===== config.mk =====
export PLATFORM = sky130hd
export DESIGN_NAME = sliding_window_sender_fast_retransmit
export DESIGN_NICKNAME = d
export VERILOG_FILES = /design/src/rtl/core/swsfr_pkg.sv /design/src/rtl/core/swsfr_ring.sv /design/src/rtl/core/sliding_window_sender_fast_retransmit.sv
export SDC_FILE = /design/constraint.sdc
export NUM_CORES = 1
export LEC_CHECK = 0
export BUFFER_PORTS_ARGS = -buffer_cell sky130_fd_sc_hd__buf_2
export CORE_MARGIN = 4
export CORE_UTILIZATION = 42
export CTS_BUF_LIST = sky130_fd_sc_hd__clkbuf_4 sky130_fd_sc_hd__clkbuf_8 sky130_fd_sc_hd__clkbuf_16
export DETAILED_ROUTE_END_ITERATION = 6
export GPL_TIMING_DRIVEN = 1
export PLACE_DENSITY = 0.7
export SLEW_MARGIN = 40
export SYNTH_ARGS = -nofsm -noshare
export SYNTH_HDL_FRONTEND = slang
export SYNTH_SLANG_ARGS = --single-unit

===== constraint.sdc =====
create_clock -name clk -period 6.45 [get_ports clk]
set_input_delay 0.645 -clock clk [delete_from_list [all_inputs] [get_ports clk]]
set_output_delay 0.645 -clock clk [all_outputs]
set_load 0.03 [all_outputs]

===== src/rtl/core/swsfr_pkg.sv =====
`default_nettype none
package swsfr_pkg;

	localparam int WINDOW_SIZE_DEF  = 4;
	localparam int SEQ_SPACE_DEF    = 8;
	localparam int PAYLOAD_BITS_DEF = 64;

	// status included; other results beyond MAX_RESULTS-1 are dropped
	localparam int MAX_RESULTS = 11;

	localparam logic [1:0] CMD_SEND    = 2'd0;
	localparam logic [1:0] CMD_ACK     = 2'd1;
	localparam logic [1:0] CMD_TIMEOUT = 2'd2;

	localparam logic [1:0] ACT_TX     = 2'd0;
	localparam logic [1:0] ACT_START  = 2'd1;
	localparam logic [1:0] ACT_STOP   = 2'd2;
	localparam logic [1:0] ACT_STATUS = 2'd3;

	typedef struct packed {
		logic [1:0]  cmd;
		logic [63:0] payload_word;
		logic [2:0]  ack_number;
		logic        ack_intact;
	} item_t;

	typedef struct packed {
		logic [1:0]  action;
		logic [2:0]  sequence_res;
		logic [63:0] packet_data;
		logic        accepted;
		logic        window_waiting;
		logic        final_item;
	} result_t;

endpackage
`default_nettype wire


===== src/rtl/core/swsfr_ring.sv =====
`default_nettype none
module swsfr_ring
	import swsfr_pkg::*;
#(
	parameter int DEPTH  = WINDOW_SIZE_DEF,
	parameter int WIDTH  = PAYLOAD_BITS_DEF,
	parameter int ADDR_W = (DEPTH > 1) ? $clog2(DEPTH) : 1
) (
	input  logic              clk,
	input  logic              wr_en,
	input  logic [ADDR_W-1:0] wr_addr,
	input  logic [WIDTH-1:0]  wr_data,
	input  logic              rd_en,
	input  logic [ADDR_W-1:0] rd_addr,
	output logic [WIDTH-1:0]  rd_data
);

	logic [WIDTH-1:0] mem [DEPTH];
	logic [WIDTH-1:0] rd_data_q;

	always_ff @(posedge clk) begin
		if (wr_en) begin
			mem[wr_addr] <= wr_data;
		end
	end

	always_ff @(posedge clk) begin
		if (rd_en) begin
			rd_data_q <= mem[rd_addr];
		end
	end

	assign rd_data = rd_data_q;

endmodule
`default_nettype wire


===== src/rtl/core/sliding_window_sender_fast_retransmit.sv =====
`default_nettype none
// Results leave through a registered result port. An item gives N non-status results
// (0 to 10 at default sizes) and then one status word, and keeps busy high until the
// status word is out. Throughput is set by the single result port: one result word per
// cycle. The receiver cannot stall the block.
// Reset (arst_n low) empties the window and loads the ack history with invalid marks;
// payload ring entries are undefined until written.
module sliding_window_sender_fast_retransmit
	import swsfr_pkg::*;
#(
	parameter int WINDOW_SIZE  = WINDOW_SIZE_DEF,
	parameter int SEQ_SPACE    = SEQ_SPACE_DEF,
	parameter int PAYLOAD_BITS = PAYLOAD_BITS_DEF
) (
	input  logic    clk,
	input  logic    arst_n,
	input  logic    start,
	output logic    busy,
	input  item_t   item,
	output logic    result_valid,
	output result_t result
);

	localparam int SEQ_W  = (SEQ_SPACE > 2) ? $clog2(SEQ_SPACE) : 1;
	localparam int CNT_W  = $clog2(WINDOW_SIZE + 1);
	localparam int RING_W = (WINDOW_SIZE > 1) ? $clog2(WINDOW_SIZE) : 1;
	localparam int HIST_W = ($clog2(SEQ_SPACE + 3) > 3) ? $clog2(SEQ_SPACE + 3) : 3;
	localparam int M1     = (SEQ_W > CNT_W) ? SEQ_W : CNT_W;
	localparam int D_W    = ((M1 > 3) ? M1 : 3) + 1;
	localparam int EMIT_W = $clog2(MAX_RESULTS);

	localparam logic [SEQ_W-1:0]  SEQ_LAST  = SEQ_W'(SEQ_SPACE - 1);
	localparam logic [RING_W-1:0] RING_LAST = RING_W'(WINDOW_SIZE - 1);
	localparam logic [CNT_W-1:0]  WIN_FULL  = CNT_W'(WINDOW_SIZE);
	localparam logic [EMIT_W-1:0] EMIT_CAP  = EMIT_W'(MAX_RESULTS - 1);

	typedef enum logic [3:0] {
		ST_IDLE, ST_DECODE, ST_SEND_TX, ST_FR_STOP, ST_FR_START, ST_FR_TX,
		ST_FREE, ST_RE_STOP, ST_RE_START, ST_STATUS
	} state_t;

	state_t                  state_q;
	logic [1:0]              cmd_q;
	logic [PAYLOAD_BITS-1:0] word_q;
	logic [2:0]              ack_q;
	logic                    intact_q;
	logic [SEQ_W-1:0]        base_q;
	logic [SEQ_W-1:0]        next_q;
	logic [CNT_W-1:0]        count_q;
	logic                    waiting_q;
	logic [HIST_W-1:0]       hist_q [3];
	logic [1:0]              hctr_q;
	logic [RING_W-1:0]       head_q;
	logic                    accepted_q;
	logic                    slide_q;
	logic [CNT_W-1:0]        left_q;
	logic [SEQ_W-1:0]        ptr_q;
	logic [CNT_W-1:0]        rem_q;
	logic [EMIT_W-1:0]       emit_q;
	logic                    result_valid_q;
	result_t                 result_q;

	logic [HIST_W-1:0]       ack_h;
	logic [HIST_W-1:0]       hist_new [3];
	logic                    fast;
	logic [D_W-1:0]          ack_d;
	logic [D_W-1:0]          base_d;
	logic [D_W-1:0]          ack_off;
	logic                    slide;
	logic                    send_ok;
	logic [RING_W:0]         wr_sum;
	logic [RING_W:0]         wr_idx;
	logic [PAYLOAD_BITS-1:0] rd_data;
	logic [PAYLOAD_BITS+63:0] tx_wide;
	logic [PAYLOAD_BITS-1:0] tx_data;
	logic                    ring_we;
	logic                    ring_re;
	logic                    emit_want;
	logic                    emit_take;
	result_t                 emit_res;

	function automatic logic [SEQ_W-1:0] seq_inc(input logic [SEQ_W-1:0] s);
		return (s == SEQ_LAST) ? '0 : s + SEQ_W'(1);
	endfunction

	function automatic logic [2:0] seq3(input logic [SEQ_W-1:0] s);
		logic [SEQ_W+2:0] w;
		w = {3'b000, s};
		return w[2:0];
	endfunction

	assign busy = (state_q != ST_IDLE);

	// history as it stands after this ack is written
	assign ack_h = HIST_W'(ack_q);
	always_comb begin
		for (int j = 0; j < 3; j++) begin
			hist_new[j] = (hctr_q == 2'(j)) ? ack_h : hist_q[j];
		end
	end
	assign fast = (hist_new[0] == hist_new[1]) && (hist_new[1] == hist_new[2]) &&
	              (count_q != '0);

	assign ack_d   = D_W'(ack_q);
	assign base_d  = D_W'(base_q);
	assign ack_off = (ack_d >= base_d) ? ack_d - base_d : ack_d + D_W'(SEQ_SPACE) - base_d;
	assign slide   = (ack_d < D_W'(SEQ_SPACE)) && (ack_off < D_W'(count_q));

	assign send_ok = !waiting_q && (count_q < WIN_FULL);
	assign wr_sum  = (RING_W+1)'(head_q) + (RING_W+1)'(count_q);
	assign wr_idx  = (wr_sum >= (RING_W+1)'(WINDOW_SIZE)) ?
	                 wr_sum - (RING_W+1)'(WINDOW_SIZE) : wr_sum;

	assign ring_we = (state_q == ST_DECODE) && (cmd_q == CMD_SEND) && send_ok;
	assign ring_re = (state_q == ST_FR_STOP);

	swsfr_ring #(
		.DEPTH (WINDOW_SIZE),
		.WIDTH (PAYLOAD_BITS),
		.ADDR_W(RING_W)
	) u_ring (
		.clk    (clk),
		.wr_en  (ring_we),
		.wr_addr(wr_idx[RING_W-1:0]),
		.wr_data(word_q),
		.rd_en  (ring_re),
		.rd_addr(head_q),
		.rd_data(rd_data)
	);

	assign tx_data = (state_q == ST_FR_TX) ? rd_data : word_q;
	assign tx_wide = {64'd0, tx_data};

	always_comb begin
		emit_want = 1'b0;
		emit_res  = '0;
		unique case (state_q)
			ST_DECODE: begin
				if (cmd_q == CMD_SEND && send_ok && count_q == '0) begin
					emit_want             = 1'b1;
					emit_res.action       = ACT_START;
					emit_res.sequence_res = seq3(next_q);
				end
			end
			ST_SEND_TX: begin
				emit_want             = 1'b1;
				emit_res.action       = ACT_TX;
				emit_res.sequence_res = seq3(next_q);
				emit_res.packet_data  = tx_wide[63:0];
			end
			ST_FR_STOP, ST_FREE: begin
				emit_want             = 1'b1;
				emit_res.action       = ACT_STOP;
				emit_res.sequence_res = seq3(base_q);
			end
			ST_FR_START: begin
				emit_want             = 1'b1;
				emit_res.action       = ACT_START;
				emit_res.sequence_res = seq3(base_q);
			end
			ST_FR_TX: begin
				emit_want             = 1'b1;
				emit_res.action       = ACT_TX;
				emit_res.sequence_res = seq3(base_q);
				emit_res.packet_data  = tx_wide[63:0];
			end
			ST_RE_STOP: begin
				emit_want             = 1'b1;
				emit_res.action       = ACT_STOP;
				emit_res.sequence_res = seq3(ptr_q);
			end
			ST_RE_START: begin
				emit_want             = 1'b1;
				emit_res.action       = ACT_START;
				emit_res.sequence_res = seq3(ptr_q);
			end
			ST_STATUS: begin
				emit_want               = 1'b1;
				emit_res.action         = ACT_STATUS;
				emit_res.accepted       = accepted_q;
				emit_res.window_waiting = waiting_q;
				emit_res.final_item     = 1'b1;
			end
			default: begin
				emit_want = 1'b0;
			end
		endcase
	end

	// drop non-status words once the per-item budget is spent
	assign emit_take = emit_want && (emit_res.final_item || emit_q < EMIT_CAP);

	always_ff @(posedge clk) begin
		if (state_q == ST_IDLE && start) begin
			word_q <= item.payload_word[PAYLOAD_BITS-1:0];
		end
		result_q <= emit_res;
	end

	always_ff @(posedge clk or negedge arst_n) begin
		if (!arst_n) begin
			state_q        <= ST_IDLE;
			cmd_q          <= CMD_SEND;
			ack_q          <= '0;
			intact_q       <= 1'b0;
			base_q         <= '0;
			next_q         <= '0;
			count_q        <= '0;
			waiting_q      <= 1'b0;
			hist_q[0]      <= HIST_W'(SEQ_SPACE);
			hist_q[1]      <= HIST_W'(SEQ_SPACE + 1);
			hist_q[2]      <= HIST_W'(SEQ_SPACE + 2);
			hctr_q         <= '0;
			head_q         <= '0;
			accepted_q     <= 1'b0;
			slide_q        <= 1'b0;
			left_q         <= '0;
			ptr_q          <= '0;
			rem_q          <= '0;
			emit_q         <= '0;
			result_valid_q <= 1'b0;
		end else begin
			result_valid_q <= emit_take;
			if (emit_take && !emit_res.final_item) begin
				emit_q <= emit_q + EMIT_W'(1);
			end
			unique case (state_q)
				ST_IDLE: begin
					if (start) begin
						cmd_q      <= item.cmd;
						ack_q      <= item.ack_number;
						intact_q   <= item.ack_intact;
						accepted_q <= 1'b0;
						slide_q    <= 1'b0;
						emit_q     <= '0;
						state_q    <= ST_DECODE;
					end
				end
				ST_DECODE: begin
					unique case (cmd_q)
						CMD_SEND: begin
							if (waiting_q) begin
								state_q <= ST_STATUS;
							end else if (send_ok) begin
								state_q <= ST_SEND_TX;
							end else begin
								waiting_q <= 1'b1;
								state_q   <= ST_STATUS;
							end
						end
						CMD_ACK: begin
							if (intact_q) begin
								for (int j = 0; j < 3; j++) begin
									hist_q[j] <= hist_new[j];
								end
								hctr_q  <= (hctr_q == 2'd2) ? 2'd0 : hctr_q + 2'd1;
								slide_q <= slide;
								left_q  <= CNT_W'(ack_off + D_W'(1));
								if (fast) begin
									state_q <= ST_FR_STOP;
								end else if (slide) begin
									state_q <= ST_FREE;
								end else begin
									state_q <= ST_STATUS;
								end
							end else begin
								state_q <= ST_STATUS;
							end
						end
						CMD_TIMEOUT: begin
							state_q <= (count_q != '0) ? ST_FR_STOP : ST_STATUS;
						end
						default: begin
							state_q <= ST_STATUS;
						end
					endcase
				end
				ST_SEND_TX: begin
					next_q     <= seq_inc(next_q);
					count_q    <= count_q + CNT_W'(1);
					waiting_q  <= (count_q + CNT_W'(1) == WIN_FULL);
					accepted_q <= 1'b1;
					state_q    <= ST_STATUS;
				end
				ST_FR_STOP: begin
					state_q <= ST_FR_START;
				end
				ST_FR_START: begin
					state_q <= ST_FR_TX;
				end
				ST_FR_TX: begin
					state_q <= slide_q ? ST_FREE : ST_STATUS;
				end
				ST_FREE: begin
					// advance the window one packet per cycle
					base_q    <= seq_inc(base_q);
					head_q    <= (head_q == RING_LAST) ? '0 : head_q + RING_W'(1);
					count_q   <= count_q - CNT_W'(1);
					left_q    <= left_q - CNT_W'(1);
					waiting_q <= 1'b0;
					if (left_q == CNT_W'(1)) begin
						ptr_q   <= seq_inc(base_q);
						rem_q   <= count_q - CNT_W'(1);
						state_q <= (count_q != CNT_W'(1)) ? ST_RE_STOP : ST_STATUS;
					end
				end
				ST_RE_STOP: begin
					state_q <= ST_RE_START;
				end
				ST_RE_START: begin
					ptr_q   <= seq_inc(ptr_q);
					rem_q   <= rem_q - CNT_W'(1);
					state_q <= (rem_q == CNT_W'(1)) ? ST_STATUS : ST_RE_STOP;
				end
				ST_STATUS: begin
					state_q <= ST_IDLE;
				end
				default: begin
					state_q <= ST_IDLE;
				end
			endcase
		end
	end

	assign result_valid = result_valid_q;
	assign result       = result_q;

`ifndef SYNTHESIS
	a_final_frees: assert property (@(posedge clk) disable iff (!arst_n)
		result_valid && result.final_item |-> !busy)
		else $error("status word while still busy");

	a_take_busy: assert property (@(posedge clk) disable iff (!arst_n)
		start && !busy |=> busy)
		else $error("accepted word did not raise busy");

	a_count_bound: assert property (@(posedge clk) disable iff (!arst_n)
		count_q <= WIN_FULL)
		else $error("outstanding count beyond window");

	a_full_waits: assert property (@(posedge clk) disable iff (!arst_n)
		count_q == WIN_FULL |-> waiting_q)
		else $error("full window without waiting flag");
`endif

endmodule
`default_nettype wire


==> results of run 1 <==
[layout make-up]
class	count	area, um2	area share
Multi-Input combinational cell	426	4070	0.186
Timing Repair Buffer	159	913	0.0418
Sequential cell	508	14300	0.653
Clock buffer	69	1420	0.0651
Inverter	36	136	0.00623
Clock inverter	25	314	0.0144
Tap cell	585	732	0.0335
[per-stage QoR]
step,worst slack [ns],cells,instance area (um2)
after floorplan,0.154,1015,18700
after global placement,3.29,1709,20000
after detailed placement,3.46,1714,20100
after CTS,3.45,1808,21900
after global routing,3.24,1808,21900
final,3.46,1808,21900
[Yosys cell counts (all sizes together), types with 8 or more instances]
master,number
a21oi,23
a22o,64
buf,34
clkbuf,11
dfrtp,47
dfxtp,72
edfxtp,384
ha,24
inv,36
mux4,64
nand2,53
nand2b,8
nand3,9
nor2,21
nor2b,12
nor3,11
o21ai,39
[report_power, final]
part | switching (mW) | internal (mW) | total (mW) | leakage (nW)
clock network | 1.21 | 1.77 | 2.99 | 0.869
logic | 1.20 | 0.891 | 2.09 | 2.31
registers | 0.432 | 4.14 | 4.57 | 4.70
total | 2.84 | 6.80 | 9.64 | 7.88
[placed cells by master (no fill, tap or decap), types with 5 or more instances in the layout]
| master | n |
|---|---|
| dfrtp_1 | 45 |
| nand2b_1 | 8 |
| nor2b_1 | 12 |
| nand3_1 | 7 |
| clkbuf_4 | 16 |
| xor2_1 | 5 |
| mux4_2 | 64 |
| clkinv_1 | 5 |
| o21ai_0 | 23 |
| nor3_1 | 7 |
| o21ai_1 | 16 |
| xnor2_1 | 7 |
| dfxtp_1 | 72 |
| nor2_1 | 18 |
| mux2_1 | 5 |
| ha_1 | 24 |
| nand2_1 | 53 |
| edfxtp_1 | 384 |
| dfstp_2 | 5 |
| buf_2 | 146 |
| clkbuf_16 | 51 |
| a31oi_1 | 6 |
| mux2i_1 | 5 |
| clkinv_2 | 7 |
| buf_6 | 6 |
| inv_1 | 34 |
| a21o_1 | 6 |
| a22o_1 | 64 |
| buf_12 | 5 |
| bufinv_16 | 5 |
| or3_1 | 5 |
| and3_1 | 5 |
| a21oi_1 | 23 |
[path summary, 6_finish.rpt]
kind	startpoint	endpoint	slack [ns]	cells after the start
max	ack_q[0]	state_q[3]	3.46	12
min	arst_n	ack_q[0]	0.21	2
max reg2reg	ack_q[0]	state_q[3]	3.46	12
min reg2reg	u_ring.rd_data[20]	result[23]	0.45	1
max in group asynchronous	arst_n	head_q[0]	5.70	2
min in group clk	item[33]	word_q[29]	0.22	1
[metal layers]
layer / routed length, um / track usage / part of all wire / vias up
met4: 771 / 0.0426 / 0.021 / 0
met5: 0 / 0 / 0 / -
li1: - / - / - / 4320
met3: 2200 / 0.0348 / 0.060 / 62
met2: 17300 / 0.240 / 0.47 / 297
met1: 16400 / 0.221 / 0.45 / 4866
[state kept, by name (all words and copies together), names as in the netlist, 4 cells and up]
register	count
u_ring.rd_data	64
result	72
state_q	4
emit_q	4
u_ring.mem	256
hist_q	12
word_q	64
[cells by family after synthesis]
group,count (synthesis),share of synthesized area
compound gates,171,0.0662
fa+ha+maj,26,0.0182
xor+xnor,12,0.00563
mux,75,0.0836
simple gates,142,0.0418
flops,508,0.765
buf+inv,81,0.0191
[worst max-delay path, stage by stage, from the launching register on]
cell and delay, ns:
dfrtp_1 0.46, inv_1 0.14, ha_1 0.17, inv_1 0.05
fa_1 0.35, inv_1 0.08, fa_1 0.44, inv_1 0.07
ha_1 0.21, nor2b_1 0.14, nor4b_2 0.48, a221o_1 0.22
a21oi_1 0.04
==> impl_metrics.toml, run 1 <==
[yosys]
synth_seq_cells = 508
yosysWarnings = 0
synth_top_flop_cell = "edfxtp_1"
seq_area_frac_synth = 0.765
synth.distinct_cells = 67
yosys-top-cells-area = "edfxtp_1, dfxtp_1, mux4_2"
synth_top_area_cell = "edfxtp_1"
synth_edf_count = 384
yosysTopAreaCellShare = 0.618
synthArstFlopShare = 0.102
synthesis.nets = 1114
syn_area_per_cell_um2 = 18.4
syn-instance-count = 1015
post_synth_instance_area_um2 = 18700

[floorplan]
die_width_um = 219
start_util = 0.429
fp.dieH_um = 219
core_um2 = 43500
io_pins = 147
rows = 76
fp.dieArea_um2 = 47900

[pwr]
p_leak_nw = 7.88
power_mw = 9.64
pwr_density_cell_nw_per_um2 = 441
ir_worst_vdd_mv = 0.201

[timing]
setup_violations = 0
fin_skew_ns = 0.0331
tns_ns = 0
hold_viol = 0
worst_slew_pin_slew_ns = 0.810
slew_headroom = 0.460
fmax_ghz = 0.334
rsz0062_at_grt = "false"
hold_slack_ns = 0.206
period_needed_ns = 2.99
slew_violations = 0
post-route-period-util = 0.464

[global_route]
grt_pass1_vias = 9740
grt.overflow.total = 0
grt_antenna_before_repair = 1
grt_max_degree = 72
grt_use_total = 0.154
grt_pass1_wl_mm = 56.8

[routing]
via_count = 9545
wire_per_inst_um = 20.2
remaining_drc_errors = 0
drt_iter0_markers = 816
wl_mm = 36.6
first_pass_iters = 5
via_per_inst = 5.28
ant_nets = 0

[cells_and_area]
fin_nets = 1280
syn_to_final_growth_pct = 17.2
post-route-util = 0.503
n_fill_cell = 3499
layout-drive-gt1-share = 0.280
n_antenna_cell = 0

[clocking]
clk_pin_slew_ns = 0.06
insertion_delay_ns = 0.60
cts_root_buf = "clkbuf_16"
holdBufCountCts = 0
cts_resized = 0
clock-sinks = 508
cts_buffers = 50
cts_htree_levels = 2
clockBufferDepth = 3
cts_tree = "built"
postCtsSetupBuffers = 0

[placement]
dp_hpwl_mm = 22.1
portBuffers = 146
gp_congestion = 0.862

[critical_path]
crit_arrival_ns = 3.45
crit_fanout = 9
worst-setup-path-type = "reg -> reg"
crit_required_ns = 6.90
endpoint_kind = "flop"
critPathLaunchType = "flop"

[job]
drv_cap = 0

[status]
status = "finished, final reports clean"

[hold_path]
hold_path.class = "in -> async"
(Power assumes the default switching activity.)
==> inputs of run 2 (changes only) <==
Settings changed: PLACE_DENSITY 0.7 to 0.67.
Clock period 6.45 ns to 3.09 ns, I/O delays scaled along.
==> run 2 against run 1 <==
  * Via count is 3.7% higher
  * Die area unchanged
  * Combinational power rose by 130%
  * Cell area is 4.5% higher
  * Routed wire length rose by 6.3%
  * Critical path depth stayed put
==> impl_metrics.toml, run 2 (synthesis gave the netlist of run 1 again) <==
[cells_and_area]
post-route-util = 0.526
largest_register = "u_ring.mem"
syn_to_final_growth_pct = 22.5
largest_reg_flops = 256
design_area_um2 = 22900
n_fill_cell = 3390
fin_nets = 1370
final_cell_mix = "edfxtp_1, buf_2, dfxtp_1"
regArea_um2 = 14300
instances_no_fill = 1897
multi_input_area_um2 = 4090
n_antenna_cell = 0
final_common_cell = "edfxtp_1"
layout-drive-gt1-share = 0.277

[clocking]
cts_htree_levels = 2
cts_resized = 0
holdBufCountCts = 71
cts_buffers = 49
clockBufferDepth = 3
postCtsSetupBuffers = 0
cts_root_buf = "clkbuf_16"
clock-sinks = 508
cts_tree = "built"
clk_pin_slew_ns = 0.06
insertion_delay_ns = 0.59

[timing]
setup_violations = 0
slew_violations = 0
period_needed_ns = 2.91
hold_viol = 0
rsz0062_at_grt = "false"
post-route-period-util = 0.943
tns_ns = 0
fmax_ghz = 0.343
worst_slew_pin_slew_ns = 0.759
slew_headroom = 0.494
fin_skew_ns = 0.0276

[floorplan]
start_util = 0.429
io_pins = 147
fp.dieArea_um2 = 47900
core_um2 = 43500
rows = 76
fp.dieH_um = 219
die_width_um = 219

[pwr]
power_mw = 20.3
p_leak_nw = 8.31
pwr_density_cell_nw_per_um2 = 889
ir_worst_vdd_mv = 0.754

[critical_path]
worst-setup-path-type = "reg -> reg"
critPathLaunchType = "flop"
crit_fanout = 5
endpoint_kind = "flop"
crit_required_ns = 3.54
crit_arrival_ns = 3.36

[placement]
dp_cells = 1734
gp_congestion = 0.813
portBuffers = 146
dp_hpwl_mm = 23.1
dpl_cell_area_um2 = 20400

[routing]
wl_mm = 38.9
wire_per_inst_um = 20.5
remaining_drc_errors = 0
first_pass_iters = 5
drt_iter0_markers = 976
via_per_inst = 5.22
via_count = 9900
ant_nets = 0

[job]
drv_cap = 0

[global_route]
groute.layer.met3.usage = 0.0286
grt_use_total = 0.164
grt_pass1_wl_mm = 59.8
grt_max_degree = 68
grt_antenna_before_repair = 0
grt.busiest_layer = "met2"
grt.overflow.total = 0
grt_pass1_vias = 10090
met2_usage = 0.257
use_met1 = 0.234

[hold_path]
hold_path.class = "in -> reg"

[status]
status = "finished, final reports clean"
[run 2: critical path, cell delays in order (launching register included)]
cell	delay (ns)
dfrtp_1	0.38
inv_1	0.10
ha_1	0.18
inv_1	0.06
fa_1	0.35
inv_1	0.08
fa_1	0.44
inv_1	0.08
ha_1	0.21
nor2b_1	0.14
nor4b_2	0.49
a221o_1	0.23
a21oi_1	0.05
[run 2: layout make-up]
cell class                 count  share of cell area
clock buffer                  63              0.0620
clock inverter                29              0.0124
inverter                      36             0.00597
multi-input combinational    426               0.179
sequential                   508               0.625
tap                          585              0.0320
timing repair buffer         250              0.0834
[run 2: path summary, 6_finish.rpt]
kind	startpoint	to	slack, ns	cells past startpoint
setup / recovery	ack_q[0]	state_q[3]	0.18	12
hold / removal	start	accepted_q	0.21	4
setup reg to reg	ack_q[0]	state_q[3]	0.18	12
hold reg to reg	u_ring.rd_data[12]	result[15]	0.45	1
max in group asynchronous	arst_n	hist_q[4]	2.13	3
min in group asynchronous	arst_n	hctr_q[1]	0.31	2
[run 2: stage by stage]
| step | worst slack [ns] | hold slack, ns |
|---|---|---|
| after floorplan | -0.145 | 0.0134 |
| after global placement | 0.265 | 0.405 |
| after detailed placement | 0.215 | 0.415 |
| after CTS | 0.180 | 0.162 |
| after global routing | 0.00692 | 0.237 |
| final | 0.176 | 0.213 |
[run 2: where the power goes]
group | internal, mW | leakage (nW) | switching (mW)
registers | 8.63 | 4.70 | 0.653
logic | 2.05 | 2.75 | 2.82
clock network | 3.60 | 0.851 | 2.55
total | 14.3 | 8.31 | 6.03
[run 2: layer usage]
layer | vias up | part of all wire
li1 | 4511 | -
met1 | 5028 | 0.45
met2 | 299 | 0.47
met3 | 62 | 0.056
met4 | 0 | 0.024
met5 | - | 0
==> inputs of run 3 (changes only) <==
Clock period 3.09 ns to 3.2 ns, I/O delays scaled along.
==> run 3 against run 2 <==
  * Cell area about the same
  * Largest cell class unchanged
  * Maximum frequency decreased by 1.8%
  * Sequential share of layout area about the same
  * Clock skew increased by 0.012 ns
  * Setup slack improved by 0.058 ns
  * Critical path depth unchanged
  * Global-route usage decreased by 0.062 points
  * Count of clock-buffer cells in the layout increased by 4
  * Sequential power decreased by 3.1%
  * Die area unchanged
  * Routed wire length decreased by 0.88%
  * Utilization about the same
==> impl_metrics.toml, run 3 (synthesis gave the netlist of run 1 again) <==
[clocking]
insertion_delay_ns = 0.61
clk_pin_slew_ns = 0.06
cts_buffers = 50
postCtsSetupBuffers = 0
cts_root_buf = "clkbuf_16"
cts_htree_levels = 2
cts_tree = "built"
clock-sinks = 508
clockBufferDepth = 3

[cells_and_area]
multi_input_area_um2 = 4090
layout-drive-gt1-share = 0.280
fin_nets = 1372
n_fill_cell = 3439
largest_register = "u_ring.mem"
largest_reg_flops = 256
final_common_cell = "edfxtp_1"
syn_to_final_growth_pct = 22.5
final_cell_mix = "edfxtp_1, buf_2, dfxtp_1"
design_area_um2 = 22900
regArea_um2 = 14300

[pwr]
pwr_density_cell_nw_per_um2 = 859
clkPwrFrac = 0.305
ir_worst_vdd_mv = 0.546
p_switching_mw = 5.87
p_comb_frac = 0.237
p_leak_nw = 8.30
swShare = 0.299
seqPwrFrac = 0.458
intPower_mw = 13.8

[global_route]
grt_pass1_vias = 10287
grt_use_total = 0.163
grt_antenna_before_repair = 0
grt_pass1_wl_mm = 59.9
grt_max_degree = 68
grt.overflow.total = 0

[placement]
pre_cts_ws_ns = 0.248
portBuffers = 146
dp_hpwl_mm = 22.8
gp_congestion = 0.828
dpl_cell_area_um2 = 20400

[timing]
setup_violations = 0
final.setup.worst_slack_ns = 0.233
slew_headroom = 0.497
fmax_ghz = 0.337
slew_violations = 0
worst_slew_pin_slew_ns = 0.755
period_needed_ns = 2.97
rsz0062_at_grt = "false"
post-route-period-util = 0.927
hold_slack_ns = 0.158
hold_viol = 0
fin_skew_ns = 0.0391

[critical_path]
worst-setup-path-type = "reg -> reg"
crit_arrival_ns = 3.43
critPathLaunchType = "flop"
reg2reg_slack_ns = 0.23
endpoint_kind = "flop"
reg2reg_to = "state_q[3]"
crit_required_ns = 3.66
reg2reg_from = "ack_q[0]"
cp_num_buf_inv = 4
startpoint = "ack_q[0]"
cp_cell_sequence = "inv_1 -> ha_1 -> inv_1 -> fa_1 -> inv_1 -> fa_1 -> inv_1 -> ha_1 -> nor2b_1 -> nor4b_2 -> a221o_1 -> a21oi_1"
cp_slowest_cell = "dfrtp_1"
path_delay_family = "adder cells"
r2r_cells = 12
worst_path_largest_cell_delay_ns = 0.48
cpMostUsedCell = "inv_1"
crit_fanout = 9

[hold_path]
min_from = "start"
holdPathStages = 4
hold_path.class = "in -> reg"
whs_endpoint = "accepted_q"

[job]
drv_cap = 0

[routing]
wl_mm = 38.6
via_count = 9944
drt_iter0_markers = 776
wire_per_inst_um = 20.3
via_per_inst = 5.23
first_pass_iters = 5
remaining_drc_errors = 0
ant_nets = 0

[status]
status = "finished, final reports clean"

[floorplan]
io_pins = 147
die_width_um = 219
rows = 76
fp.dieArea_um2 = 47900
start_util = 0.429
fp.dieH_um = 219
core_um2 = 43500
[run 3: repair_timing]
action	4_1_cts	5_1_grt
gates resized for setup	0	0
hold buffers	71	0
hold endpoints to repair	96	0
[run 3: layout make-up]
type / instances / area share
clock buffers: 67 / 0.0645
inverters: 36 / 0.00597
well taps: 585 / 0.0320
clock inverters: 27 / 0.0110
repair buffers: 251 / 0.0825
multi-input cells: 426 / 0.179
diodes: 1 / 0.000109
flip-flops and latches: 508 / 0.625
[run 3: layer usage]
metal  up-vias  global-route usage  share of wire  routed length (um)
met4         0              0.0459          0.021                 828
met3        61              0.0321          0.064                2480
met2       337               0.256           0.48               18400
met1      5038               0.234           0.44               16800
li1       4508                   -              -                   -
met5         -                   0              0                   0
[run 3: worst max-delay path by stage]
| stage | end | cells past startpoint |
|---|---|---|
| after floorplan | u_ring.mem[0][0] | 4 |
| after global placement | state_q[3] | 12 |
| after detailed placement | state_q[3] | 12 |
| after CTS | state_q[3] | 12 |
| after global routing | state_q[3] | 12 |
| final | state_q[3] | 12 |
[run 3: worst register-to-register path: cells and delay by family, from the launching register on]
| family | cells | cell delay, ns |
|---|---|---|
| flops | 1 | 0.48 |
| compound gates | 2 | 0.26 |
| fa+ha+maj | 4 | 1.19 |
| buf+inv | 4 | 0.33 |
| simple gates | 2 | 0.57 |
[run 3: stage by stage]
stage          setup TNS (ns)  std cells  power [mW]   util
6_report                    0       1901        19.6  0.526
5_1_grt                     0       1900        20.7  0.526
4_1_cts                     0       1900        19.8  0.526
3_5_place_dp                0       1735        13.8  0.470
3_3_place_gp                0       1733        13.7  0.469
2_1_floorplan           -2.25       1015        12.3      -
[run 3: power by group through the flow]
stage / registers (mW) / clock network [mW] / logic (mW)
after CTS: 8.99 / 6.12 / 4.74
final: 8.99 / 5.98 / 4.66
after detailed placement: 9.11 / 0 / 4.66
after floorplan: 9.28 / 0 / 3.06
after global routing: 9.10 / 6.43 / 5.15
after global placement: 9.07 / 0 / 4.59
